### src/rcbc_pkg.sv
// Shared types, codes and command pattern tables for the relay command and button controller.
package rcbc_pkg;

    localparam int ADDR_W     = 48;
    localparam int DEB_W      = 8;
    localparam int CFG_IDX_W  = 2;
    localparam int PAT_COUNT  = 9;
    localparam int PAT_MAXLEN = 12;
    localparam int IDX_W      = 4;
    localparam int PAT_BITS   = PAT_MAXLEN * 8;

    localparam logic [IDX_W-1:0] IDX_MAX = '1;
    localparam logic [PAT_COUNT-1:0] PAT_ALL = '1;
    localparam logic [DEB_W-1:0] QUIET_MAX = '1;
    localparam logic [DEB_W-1:0] DEBOUNCE_RESET = 8'd3;

    // Queue depth shared by the command queue and the result queue.
    localparam int Q_DEPTH = 2;
    localparam int Q_PTR_W = (Q_DEPTH > 1) ? $clog2(Q_DEPTH) : 1;
    localparam int Q_CNT_W = $clog2(Q_DEPTH + 1);

    // Configuration register indexes.
    localparam logic [CFG_IDX_W-1:0] CFG_PEER_A   = 2'd0;
    localparam logic [CFG_IDX_W-1:0] CFG_PEER_B   = 2'd1;
    localparam logic [CFG_IDX_W-1:0] CFG_DEBOUNCE = 2'd2;

    // Reply codes.
    localparam logic [2:0] REPLY_NONE = 3'd0;
    localparam logic [2:0] REPLY_ACK  = 3'd1;
    localparam logic [2:0] REPLY_ON   = 3'd2;
    localparam logic [2:0] REPLY_OFF  = 3'd3;
    localparam logic [2:0] REPLY_BAD  = 3'd4;

    // Operations passed from the front to the back.
    typedef logic [2:0] op_t;
    localparam op_t OP_NONE   = 3'd0;
    localparam op_t OP_BUTTON = 3'd1;
    localparam op_t OP_HELLO  = 3'd2;
    localparam op_t OP_ON     = 3'd3;
    localparam op_t OP_OFF    = 3'd4;
    localparam op_t OP_TOGGLE = 3'd5;
    localparam op_t OP_STATUS = 3'd6;
    localparam op_t OP_BAD    = 3'd7;

    typedef struct packed {
        logic              action;
        logic              button_pressed;
        logic [7:0]        msg_byte;
        logic              first_byte;
        logic              last_byte;
        logic [ADDR_W-1:0] source_addr;
    } item_t;

    typedef struct packed {
        logic       relay_on;
        logic [2:0] reply_code;
        logic       notify_event;
    } result_t;

    // Command strings, left-justified and zero padded to the longest pattern.
    localparam logic [PAT_BITS-1:0] PAT_HOLA      = {"hola",         64'h0};
    localparam logic [PAT_BITS-1:0] PAT_RELE_ON   = {"rele on",      40'h0};
    localparam logic [PAT_BITS-1:0] PAT_RELAY_ON  = {"relay on",     32'h0};
    localparam logic [PAT_BITS-1:0] PAT_RELE_OFF  = {"rele off",     32'h0};
    localparam logic [PAT_BITS-1:0] PAT_RELAY_OFF = {"relay off",    24'h0};
    localparam logic [PAT_BITS-1:0] PAT_RELE_TGL  = {"rele toggle",  8'h0};
    localparam logic [PAT_BITS-1:0] PAT_RELAY_TGL = "relay toggle";
    localparam logic [PAT_BITS-1:0] PAT_RELE_ST   = {"rele status",  8'h0};
    localparam logic [PAT_BITS-1:0] PAT_RELAY_ST  = "relay status";

    function automatic logic [7:0] pat_char(input logic [3:0] p, input logic [IDX_W-1:0] i);
        logic [PAT_BITS-1:0] text;
        logic [PAT_BITS-1:0] shifted;
        case (p)
            4'd0:    text = PAT_HOLA;
            4'd1:    text = PAT_RELE_ON;
            4'd2:    text = PAT_RELAY_ON;
            4'd3:    text = PAT_RELE_OFF;
            4'd4:    text = PAT_RELAY_OFF;
            4'd5:    text = PAT_RELE_TGL;
            4'd6:    text = PAT_RELAY_TGL;
            4'd7:    text = PAT_RELE_ST;
            4'd8:    text = PAT_RELAY_ST;
            default: text = '0;
        endcase
        shifted = text << {i, 3'b000};
        return shifted[PAT_BITS-1 -: 8];
    endfunction

    function automatic logic [IDX_W-1:0] pat_len(input logic [3:0] p);
        logic [IDX_W-1:0] len;
        case (p)
            4'd0:    len = 4'd4;
            4'd1:    len = 4'd7;
            4'd2:    len = 4'd8;
            4'd3:    len = 4'd8;
            4'd4:    len = 4'd9;
            4'd5:    len = 4'd11;
            4'd6:    len = 4'd12;
            4'd7:    len = 4'd11;
            4'd8:    len = 4'd12;
            default: len = 4'd0;
        endcase
        return len;
    endfunction

    function automatic op_t pat_op(input logic [3:0] p);
        op_t op;
        case (p)
            4'd0:          op = OP_HELLO;
            4'd1, 4'd2:    op = OP_ON;
            4'd3, 4'd4:    op = OP_OFF;
            4'd5, 4'd6:    op = OP_TOGGLE;
            4'd7, 4'd8:    op = OP_STATUS;
            default:       op = OP_BAD;
        endcase
        return op;
    endfunction

endpackage

### src/rcbc_front.sv
// Front end: configuration registers, button debounce and per-byte command matching.
module rcbc_front (
    input  logic                          clk,
    input  logic                          rst_n,
    input  logic                          cfg_wr_en,
    input  logic [rcbc_pkg::CFG_IDX_W-1:0] cfg_index,
    input  logic [rcbc_pkg::ADDR_W-1:0]    cfg_wdata,
    input  logic                          take,
    input  rcbc_pkg::item_t               item,
    output rcbc_pkg::op_t                 op
);
    import rcbc_pkg::*;

    logic [ADDR_W-1:0]    peer_a_reg;
    logic [ADDR_W-1:0]    peer_b_reg;
    logic [DEB_W-1:0]     debounce_reg;

    logic                 last_button_reg, last_button_next;
    logic                 stable_button_reg, stable_button_next;
    logic [DEB_W-1:0]     quiet_polls_reg, quiet_polls_next;
    logic [IDX_W-1:0]     byte_index_reg, byte_index_next;
    logic [PAT_COUNT-1:0] match_mask_reg, match_mask_next;
    logic                 sender_ok_reg, sender_ok_next;

    logic [IDX_W-1:0]     idx;
    logic [PAT_COUNT-1:0] mask_base;
    logic [PAT_COUNT-1:0] mask_hit;
    logic                 sok;
    logic                 found;
    op_t                  found_op;

    always_ff @(posedge clk or negedge rst_n)
    begin
        if (!rst_n)
        begin
            peer_a_reg   <= '0;
            peer_b_reg   <= '0;
            debounce_reg <= DEBOUNCE_RESET;
        end
        else if (cfg_wr_en)
        begin
            case (cfg_index)
                CFG_PEER_A:   peer_a_reg   <= cfg_wdata;
                CFG_PEER_B:   peer_b_reg   <= cfg_wdata;
                CFG_DEBOUNCE: debounce_reg <= cfg_wdata[DEB_W-1:0];
                default:      ;
            endcase
        end
    end

    // Message position, running match set and sender check for this byte.
    always_comb
    begin
        idx       = item.first_byte ? '0 : byte_index_reg;
        mask_base = item.first_byte ? PAT_ALL : match_mask_reg;
        sok       = item.first_byte ? ((item.source_addr == peer_a_reg) ||
                                       (item.source_addr == peer_b_reg))
                                    : sender_ok_reg;
        for (int p = 0; p < PAT_COUNT; p++)
        begin
            mask_hit[p] = mask_base[p] && (idx < pat_len(4'(p))) &&
                          (pat_char(4'(p), idx) == item.msg_byte);
        end
        found    = 1'b0;
        found_op = OP_BAD;
        for (int p = PAT_COUNT - 1; p >= 0; p--)
        begin
            if (mask_hit[p] && ({1'b0, pat_len(4'(p))} == ({1'b0, idx} + 5'd1)))
            begin
                found    = 1'b1;
                found_op = pat_op(4'(p));
            end
        end
    end

    always_comb
    begin
        last_button_next   = last_button_reg;
        stable_button_next = stable_button_reg;
        quiet_polls_next   = quiet_polls_reg;
        byte_index_next    = byte_index_reg;
        match_mask_next    = match_mask_reg;
        sender_ok_next     = sender_ok_reg;
        op                 = OP_NONE;

        if (!item.action)
        begin
            // Poll tick: restart the quiet count on a change, else count up.
            if (item.button_pressed != last_button_reg)
            begin
                last_button_next = item.button_pressed;
                quiet_polls_next = '0;
            end
            else if (quiet_polls_reg != QUIET_MAX)
            begin
                quiet_polls_next = quiet_polls_reg + 1'b1;
            end
            if ((item.button_pressed != stable_button_reg) &&
                (quiet_polls_next >= debounce_reg))
            begin
                stable_button_next = item.button_pressed;
                if (item.button_pressed)
                    op = OP_BUTTON;
            end
        end
        else if (!item.last_byte)
        begin
            byte_index_next = (idx < IDX_MAX) ? idx + 1'b1 : idx;
            match_mask_next = mask_hit;
            sender_ok_next  = sok;
        end
        else
        begin
            // Final byte: close the message and, if the sender passed the check, classify it.
            byte_index_next = '0;
            match_mask_next = PAT_ALL;
            sender_ok_next  = 1'b0;
            if (sok)
                op = found ? found_op : OP_BAD;
        end
    end

    always_ff @(posedge clk or negedge rst_n)
    begin
        if (!rst_n)
        begin
            last_button_reg   <= 1'b0;
            stable_button_reg <= 1'b0;
            quiet_polls_reg   <= '0;
            byte_index_reg    <= '0;
            match_mask_reg    <= PAT_ALL;
            sender_ok_reg     <= 1'b0;
        end
        else if (take)
        begin
            last_button_reg   <= last_button_next;
            stable_button_reg <= stable_button_next;
            quiet_polls_reg   <= quiet_polls_next;
            byte_index_reg    <= byte_index_next;
            match_mask_reg    <= match_mask_next;
            sender_ok_reg     <= sender_ok_next;
        end
    end

endmodule

### src/rcbc_cmd_fifo.sv
// Short operation queue between the front end and the back end.
module rcbc_cmd_fifo (
    input  logic          clk,
    input  logic          rst_n,
    input  logic          wr_en,
    input  rcbc_pkg::op_t wr_op,
    output logic          full,
    input  logic          rd_en,
    output logic          rd_valid,
    output rcbc_pkg::op_t rd_op
);
    import rcbc_pkg::*;

    op_t                mem_reg [Q_DEPTH];
    logic [Q_PTR_W-1:0] wr_ptr_reg;
    logic [Q_PTR_W-1:0] rd_ptr_reg;
    logic [Q_CNT_W-1:0] count_reg;

    assign full     = (count_reg == Q_CNT_W'(Q_DEPTH));
    assign rd_valid = (count_reg != '0);
    assign rd_op    = mem_reg[rd_ptr_reg];

    always_ff @(posedge clk)
    begin
        if (wr_en)
            mem_reg[wr_ptr_reg] <= wr_op;
    end

    always_ff @(posedge clk or negedge rst_n)
    begin
        if (!rst_n)
        begin
            wr_ptr_reg <= '0;
            rd_ptr_reg <= '0;
            count_reg  <= '0;
        end
        else
        begin
            if (wr_en)
                wr_ptr_reg <= (wr_ptr_reg == Q_PTR_W'(Q_DEPTH - 1)) ? '0 : wr_ptr_reg + 1'b1;
            if (rd_en)
                rd_ptr_reg <= (rd_ptr_reg == Q_PTR_W'(Q_DEPTH - 1)) ? '0 : rd_ptr_reg + 1'b1;
            if (wr_en && !rd_en)
                count_reg <= count_reg + 1'b1;
            else if (!wr_en && rd_en)
                count_reg <= count_reg - 1'b1;
        end
    end

endmodule

### src/rcbc_back.sv
// Back end: relay state, reply generation and the result queue.
module rcbc_back (
    input  logic              clk,
    input  logic              rst_n,
    input  logic              op_valid,
    input  rcbc_pkg::op_t     op,
    output logic              op_take,
    output logic              empty,
    input  logic              pop,
    output rcbc_pkg::result_t result
);
    import rcbc_pkg::*;

    logic               relay_reg, relay_next;
    result_t            res_next;
    result_t            mem_reg [Q_DEPTH];
    logic [Q_PTR_W-1:0] wr_ptr_reg;
    logic [Q_PTR_W-1:0] rd_ptr_reg;
    logic [Q_CNT_W-1:0] count_reg;
    logic               rd_en;

    assign op_take = op_valid && (count_reg != Q_CNT_W'(Q_DEPTH));
    assign empty   = (count_reg == '0);
    assign rd_en   = pop && !empty;
    assign result  = mem_reg[rd_ptr_reg];

    always_comb
    begin
        relay_next            = relay_reg;
        res_next.reply_code   = REPLY_NONE;
        res_next.notify_event = 1'b0;
        case (op)
            OP_BUTTON:
            begin
                relay_next            = !relay_reg;
                res_next.notify_event = 1'b1;
            end
            OP_HELLO:  res_next.reply_code = REPLY_ACK;
            OP_ON:
            begin
                relay_next            = 1'b1;
                res_next.notify_event = 1'b1;
                res_next.reply_code   = REPLY_ON;
            end
            OP_OFF:
            begin
                relay_next            = 1'b0;
                res_next.notify_event = 1'b1;
                res_next.reply_code   = REPLY_OFF;
            end
            OP_TOGGLE:
            begin
                relay_next            = !relay_reg;
                res_next.notify_event = 1'b1;
                res_next.reply_code   = relay_reg ? REPLY_OFF : REPLY_ON;
            end
            OP_STATUS: res_next.reply_code = relay_reg ? REPLY_ON : REPLY_OFF;
            OP_BAD:    res_next.reply_code = REPLY_BAD;
            default:   ;
        endcase
        res_next.relay_on = relay_next;
    end

    always_ff @(posedge clk)
    begin
        if (op_take)
            mem_reg[wr_ptr_reg] <= res_next;
    end

    always_ff @(posedge clk or negedge rst_n)
    begin
        if (!rst_n)
        begin
            relay_reg  <= 1'b0;
            wr_ptr_reg <= '0;
            rd_ptr_reg <= '0;
            count_reg  <= '0;
        end
        else
        begin
            if (op_take)
            begin
                relay_reg  <= relay_next;
                wr_ptr_reg <= (wr_ptr_reg == Q_PTR_W'(Q_DEPTH - 1)) ? '0 : wr_ptr_reg + 1'b1;
            end
            if (rd_en)
                rd_ptr_reg <= (rd_ptr_reg == Q_PTR_W'(Q_DEPTH - 1)) ? '0 : rd_ptr_reg + 1'b1;
            if (op_take && !rd_en)
                count_reg <= count_reg + 1'b1;
            else if (!op_take && rd_en)
                count_reg <= count_reg - 1'b1;
        end
    end

endmodule

### src/relay_command_and_button_controller_core.sv
// Top level of the relay command and button controller.
//
// The block drives one relay bit from two sources. Each input word is either a
// poll tick carrying a button sample (debounced: a new level must hold for
// debounce_polls ticks, and a new pressed level toggles the relay) or one byte
// of a text command from a sender address. A message counts only if its first
// byte came from peer_addr_a or peer_addr_b and the whole message equals one
// of the nine command strings. Every input word yields exactly one result word:
// the relay level after it, a reply code and a notify flag. The block takes one
// word per cycle while the operation queue has room, and keeps that rate only
// while results are popped; a word passes through the front end into the
// operation queue, then through the back end into the result queue. The front
// end holds the debounce counters and the per-byte match set, comparing each
// byte against all patterns at once; the back end owns the relay level. A
// two-entry queue on each side lets the front keep accepting while results
// wait to be popped. Write configuration only while the block is idle.
module relay_command_and_button_controller_core (
    input  logic                           clk,
    input  logic                           rst_n,
    input  logic                           cfg_wr_en,
    input  logic [rcbc_pkg::CFG_IDX_W-1:0] cfg_index,
    input  logic [rcbc_pkg::ADDR_W-1:0]    cfg_wdata,
    input  logic                           push,
    output logic                           full,
    input  rcbc_pkg::item_t                item,
    output logic                           empty,
    input  logic                           pop,
    output rcbc_pkg::result_t              result
);
    import rcbc_pkg::*;

    logic take;
    op_t  front_op;
    logic q_valid;
    op_t  q_op;
    logic q_take;

    // Accept a word whenever the operation queue has room.
    assign take = push && !full;

    rcbc_front u_front (
        .clk       (clk),
        .rst_n     (rst_n),
        .cfg_wr_en (cfg_wr_en),
        .cfg_index (cfg_index),
        .cfg_wdata (cfg_wdata),
        .take      (take),
        .item      (item),
        .op        (front_op)
    );

    // Hold classified operations until the back end has result space.
    rcbc_cmd_fifo u_cmd_fifo (
        .clk      (clk),
        .rst_n    (rst_n),
        .wr_en    (take),
        .wr_op    (front_op),
        .full     (full),
        .rd_en    (q_take),
        .rd_valid (q_valid),
        .rd_op    (q_op)
    );

    rcbc_back u_back (
        .clk      (clk),
        .rst_n    (rst_n),
        .op_valid (q_valid),
        .op       (q_op),
        .op_take  (q_take),
        .empty    (empty),
        .pop      (pop),
        .result   (result)
    );

endmodule

### config.mk
export PLATFORM = sky130hd
export DESIGN_NAME = relay_command_and_button_controller_core
export DESIGN_NICKNAME = d
export VERILOG_FILES = /design/src/rcbc_pkg.sv /design/src/rcbc_front.sv /design/src/rcbc_cmd_fifo.sv /design/src/rcbc_back.sv /design/src/relay_command_and_button_controller_core.sv
export SDC_FILE = /design/constraint.sdc
export NUM_CORES = 1
export LEC_CHECK = 0
export BUFFER_PORTS_ARGS = -buffer_cell sky130_fd_sc_hd__buf_2
export CAP_MARGIN = 20
export CORE_MARGIN = 2
export CORE_UTILIZATION = 26
export CTS_CLUSTER_SIZE = 28
export DETAILED_ROUTE_END_ITERATION = 6
export GPL_ROUTABILITY_DRIVEN = 0
export PLACE_DENSITY = 0.45
export SLEW_MARGIN = 10
export SYNTH_ARGS = -nofsm -noshare
export SYNTH_HDL_FRONTEND = slang
export SYNTH_SLANG_ARGS = --single-unit
### constraint.sdc
create_clock -name clk -period 3.4 [get_ports clk]
set_input_delay 0 -clock clk [delete_from_list [all_inputs] [get_ports clk]]
set_output_delay 0 -clock clk [all_outputs]
set_load 0.01 [all_outputs]
### Word level (Yosys, flattened, before mapping)

Memory sizes are Yosys's and may differ from the RTL's.
Cells that the tools add are included.

| word-level totals | value |
|---|---|
| register bits | 137 |
| bits in writable memories | 16 |
| output and inout port bits | 7 |
| memories | 2 |

Memory list:

| memory | words | width | rd ports | clocked after Yosys merged registers in | write ports | line | RTL |
|---|---|---|---|---|---|---|---|
| u_back.mem_reg | 2 | 5 | 1 | 0 | 1 | rcbc_back.sv:16 | `result_t mem_reg [Q_DEPTH];` |
| u_cmd_fifo.mem_reg | 2 | 3 | 1 | 0 | 1 | rcbc_cmd_fifo.sv:14 | `op_t mem_reg [Q_DEPTH];` |

| cells by class | value |
|---|---|
| add/sub/neg operators | 11 |
| magnitude comparators | 8 |
| equality and inequality tests | 31 |
| shift operators | 9 |
| muxes and demuxes | 51 |
| bitwise logic cells | 1 |
| reductions and logical operators | 56 |

Operators by type and width:

| kind | count |
|---|---|
| $shl A95 B7 Y96 const A | 9 |
| $eq A48 B48 Y1 | 2 |
| $eq A8 B8 Y1 | 9 |
| $logic_and A1 B1 Y1 | 35 |
| $mux W1 | 25 |
| $mux W3 | 8 |
| $mux W8 | 3 |
| $eq A4 B5 Y1 const A | 4 |
| $lt A4 B4 Y1 const B | 5 |
| $mux W9 | 2 |
| $pmux W3 S6 | 1 |
| $mux W2 | 8 |
| $eq A3 B3 Y1 const B | 4 |
| $mux W4 | 3 |
| $eq A3 B5 Y1 const A | 2 |
| $reduce_and A2 Y1 | 5 |
| $add A8 B1 Y8 const B | 1 |
| $ge A8 B8 Y1 | 1 |
| $lt A4 B3 Y1 const B | 2 |
| $ne A8 B8 Y1 const B | 1 |
| $eq A3 B2 Y1 const B | 2 |
| $logic_not A1 Y1 | 6 |
| $reduce_and A3 Y1 | 2 |
| $reduce_bool A2 Y1 | 3 |
| 16 further kinds | 24 |

### Logic depth before layout (Yosys ltp)

| depth | value |
|---|---|
| depth in word-level cells | 18 |
| depth in mapped cells | 18 |
| gate-level depth less buffers | 14 |

### Modules after synthesis

From an unflattened synthesis, not the netlist that was laid out.

| second synthesis, totals | value |
|---|---|
| cell total of the unflattened synthesis | 886 |
| area total of the unflattened synthesis | 9411.5 um^2 |

By module, submodules not included:

| module | instances | cells each | area an instance (um^2) |
|---|---|---|---|
| rcbc_front | 1 | 806 | 8282.9 |
| rcbc_back | 1 | 54 | 709.4 |
| rcbc_cmd_fifo | 1 | 25 | 405.4 |
| relay_command_and_button_controller_core | 1 | 1 | 13.8 |

### Worst setup path after synthesis

OpenSTA, ideal clock, no wires.

| timing | value |
|---|---|
| path type | in2reg |
| start | in item[49] (netlist name) |
| end | mem u_cmd_fifo.mem_reg[0][0] (netlist name) (data pin) |
| arrival time | 3101 ps |
| data required time | 3140 ps |
| path slack | 38 ps |
| stages | 17 |
| cells stage by stage | buf_6 > buf_6 > buf_2 > buf_2 > buf_1 > nor2b_1 > inv_1 > ha_1 > clkbuf_1 > clkbuf_1 > mux2i_1 > o211a_1 > a2111oi_2 > nand3_1 > a211oi_1 > o21bai_1 > a32o_1 |

| between the ends | value |
|---|---|
| word-level cells in the longest chain between the ends | 18 |
| elaborated cells between the ends (all ways) | 83 |
| classes of those cells | add/sub (1); order compare (6); eq/ne (15); shift (9); mux (25); reduce/logical (27) |

Ends and longest elaborated chain:

| what | line | RTL |
|---|---|---|
| start: declaration | relay_command_and_button_controller_core.sv:25 | `input rcbc_pkg::item_t item,` |
| $mux W4 | rcbc_front.sv:54 | `idx = item.first_byte ? '0 : byte_index_reg;` |
| $shl A95 B7 Y96 / $lt A4 B4 Y1 (equally long branches) | rcbc_pkg.sv:86, rcbc_front.sv:61 |  |
| $eq A8 B8 Y1 / $logic_and A1 B1 Y1 (equally long branches) | rcbc_front.sv:62, rcbc_front.sv:61 |  |
| $logic_and A1 B1 Y1 | rcbc_front.sv:61 | `mask_hit[p] = mask_base[p] && (idx < pat_len(4'(p))) &&` |
| $logic_and A1 B1 Y1 | rcbc_front.sv:68 | `if (mask_hit[p] && ({1'b0, pat_len(4'(p))} == ({1'b0, idx} + 5'd1)))` |
| $mux W1 (2 in series) | rcbc_front.sv:68 |  |
| $mux W2 / $mux W1 (equally long branches) (4 in series) | rcbc_front.sv:68 |  |
| $mux W3 / $mux W1 (equally long branches) (3 in series) | rcbc_front.sv:68 |  |
| $mux W3 | rcbc_front.sv:119 | `op = found ? found_op : OP_BAD;` |
| $mux W3 (*) | rcbc_front.sv:118 | `if (sok)` |
| $mux W3 (*) | rcbc_front.sv:106 | `else if (!item.last_byte)` |
| $mux W3 (*) | rcbc_front.sv:86 | `if (!item.action)` |
| via front_op[0] | relay_command_and_button_controller_core.sv:33 | `op_t front_op;` |
| end: declaration | rcbc_cmd_fifo.sv:14 |  |

The timed path passes the listed nets; every way through them passes the cells marked *.

### Worst setup path in the final report

| timing | value |
|---|---|
| start | reg u_front.quiet_polls_reg[0] |
| end | mem u_cmd_fifo.mem_reg[1][0] (netlist name) (data pin) |

| between the ends | value |
|---|---|
| word-level cells in the longest chain between the ends | 8 |
| elaborated cells between the ends (all ways) | 9 |
| classes of those cells | add/sub (1); order compare (1); eq/ne (1); mux (5); reduce/logical (1) |

Ends and longest elaborated chain:

| what | line | RTL |
|---|---|---|
| start: declaration | rcbc_front.sv:20 | `logic [DEB_W-1:0] quiet_polls_reg, quiet_polls_next;` |
| start signal: assignment | rcbc_front.sv:138 | `quiet_polls_reg <= quiet_polls_next;` |
| $add A8 B1 Y8 / $ne A8 B8 Y1 (equally long branches) | rcbc_front.sv:96, rcbc_front.sv:94 |  |
| $mux W8 (*) | rcbc_front.sv:94 | `else if (quiet_polls_reg != QUIET_MAX)` |
| $mux W8 (*) | rcbc_front.sv:89 | `if (item.button_pressed != last_button_reg)` |
| $mux W8 (*) | rcbc_front.sv:86 |  |
| $ge A8 B8 Y1 (*) | rcbc_front.sv:99 | `(quiet_polls_next >= debounce_reg))` |
| $logic_and A1 B1 Y1 (*) | rcbc_front.sv:98 | `if ((item.button_pressed != stable_button_reg) &&` |
| $mux W3 (*) | rcbc_front.sv:98 |  |
| $mux W3 (*) | rcbc_front.sv:86 |  |
| via front_op[0] | relay_command_and_button_controller_core.sv:33 |  |

The timed path passes the listed nets; every way through them passes the cells marked *. The select of a mux whose other input is x is not followed.

==> metrics.cfg <==
[worst_setup_path]
startpoint_type=flip-flop
cp-end-kind=flip-flop
crit_required_ns=3.57
worst-path-max-fanout=5
path_class=flip-flop to flip-flop
worstPathArrival_ns=3.30

[clocking]
clockRootBuffer=clkbuf_16
numCtsBuffers=17
clock_path_buffers=2
clk_pin_slew_ns=0.07
clock-sinks=153
clock_latency_ns=0.44
htreeDepth=4
cts_tree=yes

[detailed_routing]
num_vias=7353
wl_per_cell_um=17.9
viasPerCell=4.79
post-route-drc-count=0
dr.pass1.iters=5
ant_nets=0
drt_iter0_markers=446
totalWireLength_mm=27.5

[logic_synthesis]
yosysMostFrequentCell=dfrtp_1
netlist_instances=874
synth_cell_type_count=75
syn_area_per_cell_um2=10.6
synth_edf_count=16
synth_area_um2=9280
yosysTopAreaCellShare_pct=34.0
yosys-top-cells-area=dfrtp_1 34%, mux2_2 15%, xnor2_1 7.1%, xor2_1 5.5%, edfxtp_1 5.2%
synth_top_area_cell=dfrtp_1
seq_area_frac_synth_pct=42.3
ys_seq_elements=153
synth_commonest_cells=126 x dfrtp_1, 120 x mux2_2, 75 x xnor2_1, 58 x xor2_1, 42 x nor2_1
syn-num-nets=1009
synth-async-reset-ratio_pct=89.5
ys_warn_count=0
ys.flop_type=dfrtp_1

[sta]
relSlewSlack_pct=38.9
period_minus_slack_ns=3.13
tightest_slew_ns=0.913
clock_skew_ns=0.0166
rsz0062_at_grt=false
final_hold_viol_count=0
final_max_slew_viol_count=0
tns_ns=0
fin_crit_sh_pct=91.9
finalSetupViolations=0
fmax_ghz=0.320

[final_layout]
multi_input_area_um2=5060
final_util_pct=33.1
area_delta_synth_final_pct=26.2
seqCellArea_um2=3920
fillCellCount=3678
drive_above_1_share_pct=31.4
finish.net_count=1191

[grt]
grt_antenna_before_repair=9
grt_pass1_wl_mm=43.2
globalRouteTotalUtil_pct=15.2
grt_pass1_vias=7409
grt_max_degree=72
grt.overflow.total=0

[outcome]
outcome=complete, no violations

[floorplanning]
num_io_pins=122
die-area_um2=37200
rows=69
die_h_um=193
start_util_pct=26.2
core_um2=35400
die_x_um=193

[pwr]
p_leak_uw=0.00481
power.density_nw_per_um2=583
peakVddDrop_mv=0.303

[place]
port_buffers=121
dp_hpwl_mm=20.4

[min_path]
holdCritPathClass=input port to flip-flop

[flow_run]
maxCapViolCount=0

kinds of logic after synthesis:
group,Yosys count,share of synthesized area [%]
adder cells (fa/ha/maj),20,2.70
flip-flops,153,42.3
multiplexers,130,15.6
XOR/XNOR,133,12.5
AO/OA/AOI/OAI,153,11.1
buffers and inverters,80,3.67
AND/OR/NAND/NOR,205,12.1
cell type report:
| cell class | count | area share (%) |
|---|---|---|
| Multi-Input combinational cell | 641 | 43.2 |
| Inverter | 30 | 0.961 |
| Sequential cell | 153 | 33.5 |
| Tap cell | 461 | 4.92 |
| Timing Repair Buffer | 213 | 12.5 |
| Antenna cell | 4 | 0.0855 |
| Clock inverter | 13 | 1.07 |
| Clock buffer | 19 | 3.78 |
where the power goes:
| part | internal [µW] | switching [µW] |
|---|---|---|
| Clock | 991 | 861 |
| Sequential | 2400 | 307 |
| Combinational | 1110 | 1170 |
timing repair:
action | CTS | global route
hold buffers | 54 | 0
hold endpoints to repair | 183 | 0
endpoints found under the setup margin | 0 | 5
gates resized for setup | 0 | 7
setup buffers | 0 | 1
cells in the final DEF (no fill, tap or decap), drive strengths merged, types with 8 or more instances in the layout:
master	instances
nor3	12
a21o	8
edfxtp	16
a21oi	31
dfstp	11
nor4	22
nand3	16
o21ai	37
dfrtp	126
o22ai	8
xnor2	75
nand4	21
inv	39
dlygate4sd3	54
nand2	33
mux2i	10
nand2b	13
xor2	58
mux2	120
ha	20
nor2	42
nand3b	10
buf	159
clkbuf	19
stage by stage:
stage	std cells	power (µW)	area [µm²]	hold WS, ns	setup WS (ns)
after detailed placement	1443	4960	10600	0.0741	0.129
final	1534	6830	11700	0.0890	0.275
after global placement	1443	4940	10600	0.0780	0.0923
after global routing	1532	7320	11700	0.120	0.0144
after floorplan	874	4240	9280	-0.296	0.0381
after CTS	1529	6910	11700	0.0681	0.115
metal layers:
layer	track usage, %	routed length (µm)	vias up
met5	0	55	-
met2	24.1	12700	200
met4	4.46	520	8
met3	4.47	1560	44
li1	-	-	3529
met1	20.0	12700	3572
worst max-delay path, stage by stage, from the launching register on:
cell	delay, ns
dfrtp_1	0.44
ha_1	0.24
nand4_1	0.19
nor2_4	0.20
xnor2_1	0.13
nand2b_1	0.09
ha_1	0.26
nand2b_1	0.14
a21o_1	0.18
a21o_1	0.17
a21o_1	0.17
a211oi_1	0.21
o21ai_0	0.16
a32o_1	0.28
final timing paths:
path	from	endpoint	slack, ns	cells after the start
min reg2reg	u_front.match_mask_reg[5]	u_front.match_mask_reg[5]	0.46	2
max in group asynchronous	rst_n	u_front.match_mask_reg[6]	2.39	3
max	u_front.quiet_polls_reg[0]	u_cmd_fifo.mem_reg[1][0]	0.27	13
min	item[49]	u_front.byte_index_reg[1]	0.09	4
min in group asynchronous	rst_n	u_front.peer_a_reg[24]	0.13	2
max reg2reg	u_front.quiet_polls_reg[0]	u_cmd_fifo.mem_reg[1][0]	0.27	13
(Power assumes the default switching activity.)
